### src/rtl/assert_macros.svh
// ----------------------------------------------------------------------------
// assert_macros.svh
// Short forms for the concurrent checks used in the rtl
// ----------------------------------------------------------------------------
`ifndef ASSERT_MACROS_SVH
`define ASSERT_MACROS_SVH

// same-cycle implication, checked out of reset
`define ASSERT_HOLDS(label, ante, cons) \
  label: assert property (@(posedge clk) disable iff (rst) (ante) |-> (cons)) \
    else $error("assertion failed");

// next-cycle implication, checked out of reset
`define ASSERT_NEXT(label, ante, cons) \
  label: assert property (@(posedge clk) disable iff (rst) (ante) |=> (cons)) \
    else $error("assertion failed");

`endif

### src/rtl/pidpos_pkg.sv
// ----------------------------------------------------------------------------
// pidpos_pkg
// Types and constants shared by the position loop and its multiplier
// ----------------------------------------------------------------------------
package pidpos_pkg;

  localparam int SUM_WIDTH_DEF   = 32;
  localparam int COUNT_WIDTH_DEF = 10;

  localparam int GAIN_W  = 18;
  localparam int ZONE_W  = 15;
  localparam int BAND_W  = 10;
  localparam int DELAY_W = 10;
  localparam int CFG_W   = 18;
  localparam int CFG_IDX_W = 3;

  localparam int GOAL_W  = 15;
  localparam int SCALE_W = 16;
  localparam int POS_W   = 16;
  localparam int ERR_W   = 17;
  localparam int DRIVE_W = 15;

  // shared multiplier: chunk width equals the Q2.16 x Q8.8 fraction shift
  localparam int MUL_A_W    = 24;
  localparam int MUL_B_W    = 18;
  localparam int PROD_W     = MUL_A_W + MUL_B_W;
  localparam int SUM_MAG_W  = 2 * MUL_A_W;
  localparam int TERM_LOG2  = 47;
  localparam int TOTAL_LOG2 = 46;
  localparam int ACC_W      = 50;
  localparam int TMAG_W     = TOTAL_LOG2 + 1;

  localparam logic [SUM_MAG_W-1:0] TERM_LIM  = SUM_MAG_W'(1) << TERM_LOG2;
  localparam logic [ACC_W-1:0]     TOTAL_LIM = ACC_W'(1) << TOTAL_LOG2;

  localparam logic signed [DRIVE_W-1:0] DRIVE_MAX = 15'sd12000;
  localparam logic signed [DRIVE_W-1:0] DRIVE_MIN = -15'sd12000;

  localparam logic [GAIN_W-1:0]  GAIN_P_RST = 18'd32768;
  localparam logic [GAIN_W-1:0]  GAIN_I_RST = 18'd1802;
  localparam logic [GAIN_W-1:0]  GAIN_D_RST = 18'd72090;
  localparam logic [ZONE_W-1:0]  ZONE_RST   = 15'd100;
  localparam logic [BAND_W-1:0]  BAND_RST   = 10'd15;
  localparam logic [DELAY_W-1:0] DELAY_RST  = 10'd20;

  typedef enum logic [CFG_IDX_W-1:0] {
    REG_GAIN_P  = 3'd0,
    REG_GAIN_I  = 3'd1,
    REG_GAIN_D  = 3'd2,
    REG_ZONE    = 3'd3,
    REG_BAND    = 3'd4,
    REG_DELAY   = 3'd5
  } pidpos_reg_t;

  typedef enum logic {
    MODE_START  = 1'b0,
    MODE_SAMPLE = 1'b1
  } pidpos_mode_t;

  typedef struct packed {
    logic                    mode;
    logic [GOAL_W-1:0]       target_angle;
    logic [SCALE_W-1:0]      gain_factor;
    logic                    hold_raised;
    logic signed [POS_W-1:0] position;
  } pidpos_in_t;

  typedef struct packed {
    logic signed [DRIVE_W-1:0] drive_mv;
    logic                      moving;
    logic                      done_res;
  } pidpos_out_t;

  typedef struct packed {
    logic [MUL_A_W-1:0] a;
    logic [MUL_B_W-1:0] b;
  } pidpos_mul_op_t;

endpackage

### src/rtl/pidpos_mul.sv
// ----------------------------------------------------------------------------
// pidpos_mul
// Shared unsigned multiplier with a registered product
// ----------------------------------------------------------------------------
module pidpos_mul import pidpos_pkg::*; (
  input  logic                clk,
  input  pidpos_mul_op_t      op,
  output logic [PROD_W-1:0]   prod
);

  always_ff @(posedge clk) begin
    prod <= PROD_W'(op.a) * PROD_W'(op.b);
  end

endmodule

### src/rtl/pid_position_loop_with_settle_top.sv
// ----------------------------------------------------------------------------
// pid_position_loop_with_settle_top
// Position PID loop with integral zone and settle detection for one axis.
//
// Input channel (in_valid/in_ready/in_word): a start word (mode 0) loads the
// target and output scale unless the loop is busy or hold_raised is set; a
// sample word (mode 1) carries the encoder position. Every input word gives
// exactly one output word (out_valid/out_ready/out_word).
// Config port (cfg_write/cfg_index/cfg_data): the user writes it only while
// idle; the block itself does not enforce this. A sample word while busy
// passes through the multiplier states before out_valid; start words and idle
// samples go from ST_ERR straight to ST_OUT. The block takes one word at a
// time. The sample path is set by the single 24x18 multiplier, which is
// walked through the P, D, two integral and two output-scale products in turn.
// A finished result waits in the output register while the receiver stalls;
// the next word can be accepted meanwhile but is held before its result.
// Reset (synchronous, rst high) restores the default gains and leaves the
// loop idle with the settle detector armed.
// ----------------------------------------------------------------------------
module pid_position_loop_with_settle_top import pidpos_pkg::*; #(
  parameter int SUM_WIDTH   = SUM_WIDTH_DEF,
  parameter int COUNT_WIDTH = COUNT_WIDTH_DEF
) (
  input  logic                 clk,
  input  logic                 rst,
  input  logic                 in_valid,
  output logic                 in_ready,
  input  pidpos_in_t           in_word,
  output logic                 out_valid,
  input  logic                 out_ready,
  output pidpos_out_t          out_word,
  input  logic                 cfg_write,
  input  logic [CFG_IDX_W-1:0] cfg_index,
  input  logic [CFG_W-1:0]     cfg_data
);

`include "assert_macros.svh"

  localparam int CMP_W = (COUNT_WIDTH > DELAY_W) ? COUNT_WIDTH : DELAY_W;

  typedef enum logic [13:0] {
    ST_IDLE = 14'b00000000000001,
    ST_ERR  = 14'b00000000000010,
    ST_MAG  = 14'b00000000000100,
    ST_MP   = 14'b00000000001000,
    ST_MD   = 14'b00000000010000,
    ST_MIL  = 14'b00000000100000,
    ST_MIH  = 14'b00000001000000,
    ST_ICMB = 14'b00000010000000,
    ST_IADD = 14'b00000100000000,
    ST_CLMP = 14'b00001000000000,
    ST_SLO  = 14'b00010000000000,
    ST_SHI  = 14'b00100000000000,
    ST_FIN  = 14'b01000000000000,
    ST_OUT  = 14'b10000000000000
  } state_t;

  state_t state;

  // configuration
  logic [GAIN_W-1:0]  gain_p, gain_i, gain_d;
  logic [ZONE_W-1:0]  integral_zone;
  logic [BAND_W-1:0]  settle_band;
  logic [DELAY_W-1:0] exit_delay;

  // loop state
  logic [GOAL_W-1:0]      goal;
  logic [SCALE_W-1:0]     scale;
  logic [SUM_WIDTH-1:0]   error_sum;
  logic [ERR_W-1:0]       previous_error;
  logic                   busy, first_pass_pending, passed_once;
  logic [COUNT_WIDTH-1:0] elapsed;

  // per-word working registers
  pidpos_in_t          in_q;
  pidpos_out_t         res_q;
  logic                done_q;
  logic [ERR_W-1:0]    err_q;
  logic [ERR_W:0]      de_q;
  logic [POS_W-1:0]    err_mag, de_mag;
  logic                err_neg, de_neg, sum_neg;
  logic [SUM_WIDTH-1:0] sum_mag;
  logic [PROD_W-1:0]   i_lo;
  logic [SUM_MAG_W-1:0] i_mag;
  logic [ACC_W-1:0]    acc;
  logic [TMAG_W-1:0]   t_mag;
  logic                t_neg;
  logic [SCALE_W-1:0]  s_lo;

  pidpos_mul_op_t     mul_op;
  logic [PROD_W-1:0]  prod_q;

  pidpos_mul u_mul (
    .clk  (clk),
    .op   (mul_op),
    .prod (prod_q)
  );

  assign in_ready = (state == ST_IDLE);

  // ---------------- error, integral and settle update for one word ----------
  logic [ERR_W-1:0]       pos_ext, apos;
  logic [ERR_W:0]         err_full, low, high, apos_s;
  logic [ERR_W-1:0]       err;
  logic                   in_zone, above_low, below_high;
  logic [SUM_WIDTH:0]     sum_add;
  logic [SUM_WIDTH-1:0]   sum_next;
  logic [COUNT_WIDTH-1:0] e_inc, elapsed_next;
  logic                   delay_hit, done_next, busy_next, fpp_next, passed_next;
  logic                   start_ok, compute;

  always_comb begin
    pos_ext    = {in_q.position[POS_W-1], in_q.position};
    apos       = pos_ext[ERR_W-1] ? ERR_W'(-pos_ext) : pos_ext;
    apos_s     = {1'b0, apos};
    err_full   = {3'b000, goal} - apos_s;
    err        = err_full[ERR_W-1:0];
    low        = {3'b000, goal} - {8'b0, settle_band};
    high       = {3'b000, goal} + {8'b0, settle_band};
    above_low  = $signed(apos_s) > $signed(low);
    below_high = $signed(apos_s) < $signed(high);
    in_zone    = $signed(err_full) < $signed({3'b000, integral_zone});

    sum_add = {error_sum[SUM_WIDTH-1], error_sum}
            + {{(SUM_WIDTH-POS_W){err[ERR_W-1]}}, err};
    if (!in_zone) begin
      sum_next = '0;
    end else if (sum_add[SUM_WIDTH] != sum_add[SUM_WIDTH-1]) begin
      // clamp to the signed range
      sum_next = {sum_add[SUM_WIDTH], {(SUM_WIDTH-1){~sum_add[SUM_WIDTH]}}};
    end else begin
      sum_next = sum_add[SUM_WIDTH-1:0];
    end

    e_inc     = (elapsed != '1) ? elapsed + 1'b1 : elapsed;
    delay_hit = (CMP_W'(e_inc) >= CMP_W'(exit_delay)) || (e_inc == '1);

    start_ok     = (in_q.mode == MODE_START) && !busy && !in_q.hold_raised;
    compute      = (in_q.mode == MODE_SAMPLE) && busy;
    done_next    = 1'b0;
    fpp_next     = first_pass_pending;
    passed_next  = passed_once;
    elapsed_next = elapsed;
    if (passed_once) begin
      elapsed_next = e_inc;
      if (delay_hit) begin
        if (above_low && below_high) begin
          done_next = 1'b1;
        end else begin
          elapsed_next = '0;
        end
      end
    end else if (first_pass_pending && above_low) begin
      fpp_next     = 1'b0;
      passed_next  = 1'b1;
      elapsed_next = '0;
    end
    busy_next = !done_next;
  end

  // ---------------- shared multiplier operands ----------------
  logic [SUM_MAG_W-1:0] sum_mag_ext;
  assign sum_mag_ext = SUM_MAG_W'(sum_mag);

  always_comb begin
    mul_op = '0;
    unique case (state)
      ST_MP:   mul_op = '{a: MUL_A_W'(err_mag), b: gain_p};
      ST_MD:   mul_op = '{a: MUL_A_W'(de_mag), b: gain_d};
      ST_MIL:  mul_op = '{a: sum_mag_ext[MUL_A_W-1:0], b: gain_i};
      ST_MIH:  mul_op = '{a: sum_mag_ext[SUM_MAG_W-1:MUL_A_W], b: gain_i};
      ST_SLO:  mul_op = '{a: t_mag[MUL_A_W-1:0], b: MUL_B_W'(scale)};
      ST_SHI:  mul_op = '{a: MUL_A_W'(t_mag[TMAG_W-1:MUL_A_W]), b: MUL_B_W'(scale)};
      default: mul_op = '0;
    endcase
  end

  // ---------------- datapath arithmetic ----------------
  logic [ERR_W-1:0]     err_abs;
  logic [ERR_W:0]       de_abs;
  logic [ACC_W-1:0]     prod_ext, acc_abs;
  logic                 i_sat;
  logic [SUM_MAG_W-1:0] i_val;
  logic [PROD_W-1:0]    out_mag;
  logic [DRIVE_W-1:0]   drive_mag;
  logic [DRIVE_W-1:0]   drive_val;

  always_comb begin
    err_abs  = err_q[ERR_W-1] ? -err_q : err_q;
    de_abs   = de_q[ERR_W] ? -de_q : de_q;
    prod_ext = ACC_W'(prod_q);
    // the integral term saturates once the high chunk alone reaches 2^47
    i_sat    = |prod_q[PROD_W-1:TERM_LOG2-MUL_A_W];
    i_val    = SUM_MAG_W'({prod_q[TERM_LOG2-MUL_A_W-1:0], {MUL_A_W{1'b0}}})
             + SUM_MAG_W'(i_lo);
    acc_abs  = acc[ACC_W-1] ? -acc : acc;
    out_mag  = prod_q + PROD_W'(s_lo);
    drive_mag = (out_mag > PROD_W'(DRIVE_MAX)) ? DRIVE_MAX : out_mag[DRIVE_W-1:0];
    drive_val = t_neg ? -drive_mag : drive_mag;
  end

  always_ff @(posedge clk) begin
    unique case (state)
      ST_IDLE: begin
        if (in_valid) begin
          in_q <= in_word;
        end
      end
      ST_ERR: begin
        err_q <= err;
        de_q  <= {err[ERR_W-1], err} - {previous_error[ERR_W-1], previous_error};
      end
      ST_MAG: begin
        err_mag <= err_abs[POS_W-1:0];
        err_neg <= err_q[ERR_W-1];
        de_mag  <= de_abs[POS_W-1:0];
        de_neg  <= de_q[ERR_W];
        sum_mag <= error_sum[SUM_WIDTH-1] ? -error_sum : error_sum;
        sum_neg <= error_sum[SUM_WIDTH-1];
      end
      ST_MD:   acc <= err_neg ? -prod_ext : prod_ext;
      ST_MIL:  acc <= de_neg ? acc - prod_ext : acc + prod_ext;
      ST_MIH:  i_lo <= prod_q;
      ST_ICMB: i_mag <= (i_sat || i_val > TERM_LIM) ? TERM_LIM : i_val;
      ST_IADD: acc <= sum_neg ? acc - ACC_W'(i_mag) : acc + ACC_W'(i_mag);
      ST_CLMP: begin
        t_neg <= acc[ACC_W-1];
        t_mag <= (acc_abs > TOTAL_LIM) ? TOTAL_LIM[TMAG_W-1:0] : acc_abs[TMAG_W-1:0];
      end
      ST_SHI:  s_lo <= prod_q[MUL_A_W+SCALE_W-1:MUL_A_W];
      default: ;
    endcase
  end

  // ---------------- sequencer and loop state ----------------
  always_ff @(posedge clk) begin
    if (rst) begin
      state              <= ST_IDLE;
      out_valid          <= 1'b0;
      gain_p             <= GAIN_P_RST;
      gain_i             <= GAIN_I_RST;
      gain_d             <= GAIN_D_RST;
      integral_zone      <= ZONE_RST;
      settle_band        <= BAND_RST;
      exit_delay         <= DELAY_RST;
      goal               <= '0;
      scale              <= '0;
      error_sum          <= '0;
      previous_error     <= '0;
      busy               <= 1'b0;
      first_pass_pending <= 1'b1;
      passed_once        <= 1'b0;
      elapsed            <= '0;
      done_q             <= 1'b0;
    end else begin
      if (cfg_write) begin
        unique case (cfg_index)
          REG_GAIN_P: gain_p        <= cfg_data;
          REG_GAIN_I: gain_i        <= cfg_data;
          REG_GAIN_D: gain_d        <= cfg_data;
          REG_ZONE:   integral_zone <= cfg_data[ZONE_W-1:0];
          REG_BAND:   settle_band   <= cfg_data[BAND_W-1:0];
          REG_DELAY:  exit_delay    <= cfg_data[DELAY_W-1:0];
          default: ;
        endcase
      end

      // a word is loaded in ST_OUT only once the register is free
      out_valid <= (state == ST_OUT) || (out_valid && !out_ready);

      unique case (state)
        ST_IDLE: begin
          if (in_valid) begin
            state <= ST_ERR;
          end
        end
        ST_ERR: begin
          if (compute) begin
            error_sum          <= sum_next;
            previous_error     <= err;
            first_pass_pending <= fpp_next;
            passed_once        <= passed_next;
            elapsed            <= elapsed_next;
            busy               <= busy_next;
            done_q             <= done_next;
            state              <= ST_MAG;
          end else begin
            if (start_ok) begin
              goal               <= in_q.target_angle;
              scale              <= in_q.gain_factor;
              error_sum          <= '0;
              previous_error     <= '0;
              first_pass_pending <= 1'b1;
              passed_once        <= 1'b0;
              elapsed            <= '0;
              busy               <= 1'b1;
            end
            res_q <= '{drive_mv: '0, moving: busy || start_ok, done_res: 1'b0};
            state <= ST_OUT;
          end
        end
        ST_MAG:  state <= ST_MP;
        ST_MP:   state <= ST_MD;
        ST_MD:   state <= ST_MIL;
        ST_MIL:  state <= ST_MIH;
        ST_MIH:  state <= ST_ICMB;
        ST_ICMB: state <= ST_IADD;
        ST_IADD: state <= ST_CLMP;
        ST_CLMP: state <= ST_SLO;
        ST_SLO:  state <= ST_SHI;
        ST_SHI:  state <= ST_FIN;
        ST_FIN: begin
          // the settling word carries the final stop command
          res_q <= '{drive_mv: done_q ? '0 : drive_val, moving: busy, done_res: done_q};
          state <= ST_OUT;
        end
        ST_OUT: begin
          if (!out_valid || out_ready) begin
            out_word  <= res_q;
            state     <= ST_IDLE;
          end
        end
        default: state <= ST_IDLE;
      endcase
    end
  end

  // ---------------- checks ----------------
  `ASSERT_HOLDS(a_done_stops, out_valid && out_word.done_res, !out_word.moving && out_word.drive_mv == '0)
  `ASSERT_HOLDS(a_drive_range, out_valid, out_word.drive_mv <= DRIVE_MAX && out_word.drive_mv >= DRIVE_MIN)
  `ASSERT_HOLDS(a_settle_flags, passed_once, !first_pass_pending)
  `ASSERT_NEXT(a_one_word, in_valid && in_ready, !in_ready)

endmodule
### config.mk
export PLATFORM = sky130hd
export DESIGN_NAME = pid_position_loop_with_settle_top
export DESIGN_NICKNAME = d
export VERILOG_FILES = /design/src/rtl/pidpos_pkg.sv /design/src/rtl/pidpos_mul.sv /design/src/rtl/pid_position_loop_with_settle_top.sv
export VERILOG_INCLUDE_DIRS = /design/src /design/src/rtl
export SDC_FILE = /design/constraint.sdc
export NUM_CORES = 2
export LEC_CHECK = 0
export ABC_AREA = 1
export BUFFER_PORTS_ARGS = -buffer_cell sky130_fd_sc_hd__buf_2
export CORE_MARGIN = 4
export CORE_UTILIZATION = 40
export CTS_CLUSTER_SIZE = 28
export DETAILED_ROUTE_END_ITERATION = 12
export PLACE_DENSITY = 0.58
export SLEW_MARGIN = 20
export SYNTH_ARGS = -nofsm -noshare
export SYNTH_HDL_FRONTEND = slang
export SYNTH_SLANG_ARGS = --single-unit
### constraint.sdc
create_clock -name clk -period 16.85 [get_ports clk]
set_input_delay 1.685 -clock clk [delete_from_list [all_inputs] [get_ports clk]]
set_output_delay 1.685 -clock clk [all_outputs]
set_load 0.005 [all_outputs]
# ---- Word level (Yosys, flattened, before mapping)
# Cells that the tools add are included.
dict set report classes {
  add_sub_neg 19
  mul 1
  order_cmp 7
  bitwise 4
  mux 44
  reduce_logical 36
  n_eq_ne 28
}
# cell count
set ops {}
lappend ops {{$pmux 42 s6} 1}
lappend ops {{$mux 50} 4}
lappend ops {{$pmux 14 s14} 1}
lappend ops {{$pmux 50 s3} 1}
lappend ops {{$mux 32} 4}
lappend ops {{$mux 10} 7}
lappend ops {{$mux 17} 4}
lappend ops {{$add 50x42->50} 1}
lappend ops {{$add 50x48->50} 1}
lappend ops {{$gt 50x47->1 const B} 1}
lappend ops {{$neg 42->50} 1}
lappend ops {{$neg 50->50} 1}
lappend ops {{$sub 50x42->50} 1}
lappend ops {{$sub 50x48->50} 1}
lappend ops {{$add 47x42->48} 1}
lappend ops {{$gt 48x48->1 const B} 1}
lappend ops {{$mux 15} 3}
lappend ops {{$add 42x16->42} 1}
lappend ops {{$gt 42x14->1 const B} 1}
lappend ops {{$mul 24x18->42} 1}
lappend ops {{$mux 14} 3}
lappend ops {{$pmux 17 s2} 1}
lappend ops {{$add 32x17->33} 1}
lappend ops {{$mux 16} 2}
lappend ops {{other kinds (49)} 95}
dict set report totals {
  wordCells 183
  in_bits 75
  regBits 629
  out_inout_bits 19
}

# ---- Depth between registers and ports, before layout
dict set report depth {
  ltp_word 9
  mapped_depth 40
  depth_no_buf 38
}

# ---- Modules after synthesis
# From an unflattened synthesis, not the netlist that was laid out.
dict set report unflattened {
  hier_cells 7588
  area_unflattened_um2 56556.7
}
# module n_inst area_each_um2 cells_per_inst seq_area_each_um2
set by_module_without_submodules {}
lappend by_module_without_submodules {pid_position_loop_with_settle_top 1 40958.0 5496 15615.0}
lappend by_module_without_submodules {pidpos_mul 1 15598.7 2092 840.8}

# ---- Worst setup path before layout
# OpenSTA, ideal clock, no wires.
dict set report synth_path {
  path_kind {flip-flop to flip-flop}
  start {register state[8]}
  end {register u_mul.prod[35]}
  setup_ps 72
  required_time_ps 16778
  slack_ps 8622
  synth_period_minus_slack_ps 8228
  path_stages_with_launch 36
  t_arrival_ps 8157
  n_path_buf 1
  cell_sequence {dfxtp_1 -> nor2_1 -> inv_1 -> nor2_1 -> inv_2 -> nor2_2 -> inv_1 -> nor4_1 -> clkbuf_1 -> nand2_1 -> nand3_1 -> a211oi_2 -> clkinv_1 -> nand2_1 -> fa_1 -> inv_1 -> fa_1 -> inv_1 -> fa_1 -> inv_1 -> fa_1 -> fa_1 -> inv_1 -> fa_1 -> inv_1 -> ha_1 -> nand2_1 -> o21ai_0 -> a21oi_1 -> o21ai_1 -> a21oi_1 -> o21ai_1 -> nand2_1 -> o21a_1 -> o21ai_1 -> xor2_1}
}
dict set report synth_via {
  elab_chain_len 3
  elab_cells_between_ends 8
  classes_between {1 x mul; 6 x eq/ne; 1 x mux}
}
# element line_no
set synth_rtl {}
lappend synth_rtl {{start, declared} pid_position_loop_with_settle_top.sv:58} ;# state_t state;
lappend synth_rtl {{start signal, assigned} pid_position_loop_with_settle_top.sv:238} ;# state <= ST_IDLE;
lappend synth_rtl {{start signal, assigned} pid_position_loop_with_settle_top.sv:274} ;# state <= ST_ERR;
lappend synth_rtl {{start signal, assigned} pid_position_loop_with_settle_top.sv:286} ;# state <= ST_MAG;
lappend synth_rtl {{$eq 14x12->1, or another cell as far along} pid_position_loop_with_settle_top.sv:167} ;# unique case (state)
lappend synth_rtl {{$pmux 42 s6 *} pid_position_loop_with_settle_top.sv:167}
lappend synth_rtl {{$mul 24x18->42 *} pidpos_mul.sv:12} ;# prod <= PROD_W'(op.a) * PROD_W'(op.b);
lappend synth_rtl {{end signal, assigned} pidpos_mul.sv:12}
lappend synth_rtl {{end, declared} pidpos_mul.sv:8} ;# output logic [PROD_W-1:0] prod
# Mark *: on every way between the ends. The rest lies on a longest branch, timed or not.
# A chain may end at the register's enable or synchronous reset.

# ---- Worst setup path in the final report
dict set report layout_path {
  start {register state[8]}
  end {register u_mul.prod[40]}
}
# The elaborated chain is that of the path after synthesis.

==> impl_metrics.py <==
metrics = {
    "cells_and_area": {
        "instances_no_fill": 8900,
        "area_growth_pct": 9.61,
        "num-nets-final": 7836,
        "num-fill-cells": 13600,
        "drive_gt1_share_pct": 6.62,
        "layout_commonest_cell": "nand2_1",
        "final_cell_mix": "nand2_1, inv_1, nor2_1, a21oi_1, o21ai_0",
    },
    "global_route": {
        "grt_max_degree": 97,
        "antenna_found_initial": 4,
        "gr-usage-met2_pct": 39.2,
        "grt_pass1_vias": 45600,
        "grt_usage_pct": 24.6,
        "use_met1_pct": 34.0,
        "grt.busiest_layer": "met2",
        "gr-total-overflow": 0,
        "grt_pass1_wl_um": 271000,
        "use_met3_pct": 4.89,
    },
    "die": {
        "start_util_pct": 40.2,
        "fp-row-count": 135,
        "die_x_um": 377,
        "fp.dieArea_sq_um": 142000,
        "ios": 94,
        "core_area_sq_um": 135000,
        "die_h_um": 377,
    },
    "critical_path": {
        "rrSetupSlack_ps": 7630,
        "reg2reg_from": "state[8]",
        "startpoint_type": "flip-flop",
        "ff2ff_path_depth": 32,
        "critPathSlowestCell": "inv_1",
        "critical_path.max_fanout": 52,
        "path_class": "flip-flop to flip-flop",
        "cp-startpoint": "state[8]",
        "crit_path_end_kind": "flip-flop",
        "crit_path_end": "u_mul.prod[40]",
        "required_ps": 17460,
        "rr_endpoint": "u_mul.prod[40]",
        "critPathMaxStageDelay_ps": 730,
        "critPathArrivalTime_ps": 9830,
    },
    "clock_tree": {
        "cts-hold-fix-buffers": 0,
        "numCtsBuffers": 76,
        "insertion_delay_ps": 710,
        "htreeDepth": 3,
        "clock_sinks": 628,
        "cts_root_buffer": "clkbuf_16",
        "post_cts_buffers": 0,
        "path_clk_slew_ps": 60,
        "clockBufferDepth": 3,
        "cts_resized": 0,
        "cts_tree": "built",
    },
    "detailed_routing": {
        "via_per_inst": 5.29,
        "post_drt_wl_per_cell_um": 19.8,
        "drc_errors": 0,
        "drt-initial-drc-count": 4104,
        "drt-pass1-iter-count": 6,
        "ant_nets": 0,
        "drt_wl_total_um": 177000,
        "via_count": 47000,
    },
    "timing": {
        "fin_setup_tns_ps": 0,
        "skew_ps": 49.0,
        "slew_headroom_pct": 25.9,
        "min_period_over_period_pct": 54.7,
        "fmax_mhz": 108,
        "finalHoldViolations": 0,
        "slew_viol_final": 0,
        "setup_viol": 0,
        "tightestPinTransition_ps": 1110,
        "worst_hold_slack_ps": 416,
        "period_needed_ps": 9220,
        "rsz0062_at_grt": "no",
    },
    "placed_design": {
        "port_buffers": 93,
        "hpwl_um": 139000,
        "routabilityCongestion": 0.976,
        "placedCellCount": 8757,
    },
    "pwr": {
        "p_seq_share_pct": 45.6,
        "internal_power_uw": 2720,
        "pwr-share-comb_pct": 7.7,
        "switching_share_pct": 25.3,
        "ir_worst_vdd_uv": 85.3,
        "power_per_cell_area_nw_per_um2": 61.1,
        "power_leakage_uw": 0.0272,
        "power_frac_clock_pct": 46.6,
        "switching_power_uw": 922,
    },
    "logic_synthesis": {
        "synth_ff_type": "edfxtp_1",
        "netlist_area_sq_um": 54400,
        "synth.distinct_cells": 69,
        "syn_avg_cell_area_sq_um": 7.79,
        "synth-seq-area-share_pct": 30.2,
        "ys_seq_elements": 628,
        "synth_edf_count": 388,
        "netlist_instances": 6987,
        "ys_warn_count": 0,
        "syn-num-nets": 7769,
        "async_flop_share_pct": 0,
    },
    "run_status": {
        "status": "complete, no violations",
    },
    "min_path": {
        "hold_path_class": "flip-flop to flip-flop",
    },
    "run": {
        "maxCapViolCount": 0,
    },
}
==> worst max-delay path: cells and delay by family, from the launching register on <==
family | cells | cell delay (ps)
adders and majority gates | 7 | 3570
and+or+nand+nor | 11 | 2020
DFF | 1 | 330
buffers and inverters | 9 | 2280
AOI/OAI and AO/OA | 4 | 710
xor gates and xnor gates | 1 | 160
==> synthesized netlist by cell type (all sizes together) (8+ instances only) <==
cell,number,share of area (%)
fa,360,13
o22ai,10,0.13
xor2,234,3.8
edfxtp,388,21
nand4,78,0.90
o221ai,8,0.13
clkbuf,123,0.85
nor2,868,6.3
a211oi,19,0.33
nand3b,12,0.17
a21o,13,0.18
inv,1201,8.3
a21oi,472,4.4
ha,347,8.0
xnor2,88,1.4
o211ai,58,0.80
a31oi,41,0.47
nand3,269,2.5
or2,19,0.22
clkinv,15,0.10
o21a,22,0.30
a22o,31,0.50
buf,74,0.77
o21ai,421,3.9
nor4,47,0.58
nor3,100,1.0
o21bai,8,0.11
o31ai,15,0.22
a21boi,21,0.29
dfxtp,240,8.8
nand2,1341,9.3
==> metrics by stage <==
stage / utilization, % / worst slack (ps) / instance area, sq um / total power, uW
5_1_grt: 44.1 / 6850 / 59700 / 3790
3_3_place_gp: 42.1 / 7510 / 57000 / 1970
4_1_cts: 44.1 / 7410 / 59600 / 3690
3_5_place_dp: 42.2 / 7440 / 57000 / 1980
6_report: 44.1 / 7630 / 59700 / 3650
2_1_floorplan: - / 8620 / 54400 / 1890
==> flip-flops by register name, summed over array words and instances, names as in the netlist, 17 cells and up <==
register,cells
gain_p,18
i_mag,48
u_mul.prod,42
res_q,17
gain_d,18
de_q,17
i_lo,42
acc,50
out_word,17
in_q,49
sum_mag,32
t_mag,47
error_sum,32
previous_error,17
gain_i,18
err_q,17
==> worst min-delay path by stage <==
| stage | startpoint | endpoint | slack (ps) | cells past startpoint |
|---|---|---|---|---|
| final | res_q[15] | out_word[15] | 420 | 0 |
| after detailed placement | res_q[10] | out_word[10] | 400 | 0 |
| after global routing | res_q[15] | out_word[15] | 420 | 0 |
| after global placement | res_q[16] | out_word[16] | 400 | 0 |
| after CTS | res_q[10] | out_word[10] | 420 | 0 |
| after floorplan | res_q[0] | out_word[0] | 400 | 0 |
==> power groups by stage <==
stage / combinational [uW] / clock (uW) / sequential [uW]
floorplan: 199 / 0 / 1690
global placement: 278 / 0 / 1700
detailed placement: 283 / 0 / 1700
CTS: 285 / 1740 / 1660
global route: 321 / 1810 / 1670
finish: 282 / 1700 / 1660
==> cells by family after synthesis <==
family                     after synthesis  synth area share (%)
DFF                                    628                  30.2
adders and majority gates              707                  21.2
xor gates and xnor gates               322                  5.18
and+or+nand+nor                       2757                  21.3
muxes                                    1                0.0184
buffers and inverters                 1413                  10.0
AOI/OAI and AO/OA                     1159                  12.0
==> layer usage <==
metal / routed length [um] / vias up
li1: - / 22700
met2: 78500 / 1737
met3: 14000 / 305
met1: 78300 / 22300
met5: 34 / -
met4: 5850 / 4
==> area by class of cell <==
| class | instances | area (sq um) | area share (%) |
|---|---|---|---|
| clock buffer | 93 | 2000 | 3.35 |
| multi-input combinational | 4946 | 32600 | 54.7 |
| sequential | 628 | 16500 | 27.6 |
| antenna | 2 | 5.00 | 0.00839 |
| clock inverter | 48 | 603 | 1.01 |
| timing repair buffer | 186 | 1170 | 1.96 |
| inverter | 1216 | 4570 | 7.65 |
| tap | 1781 | 2230 | 3.74 |
No activity file was read; power rests on OpenSTA's default activity.
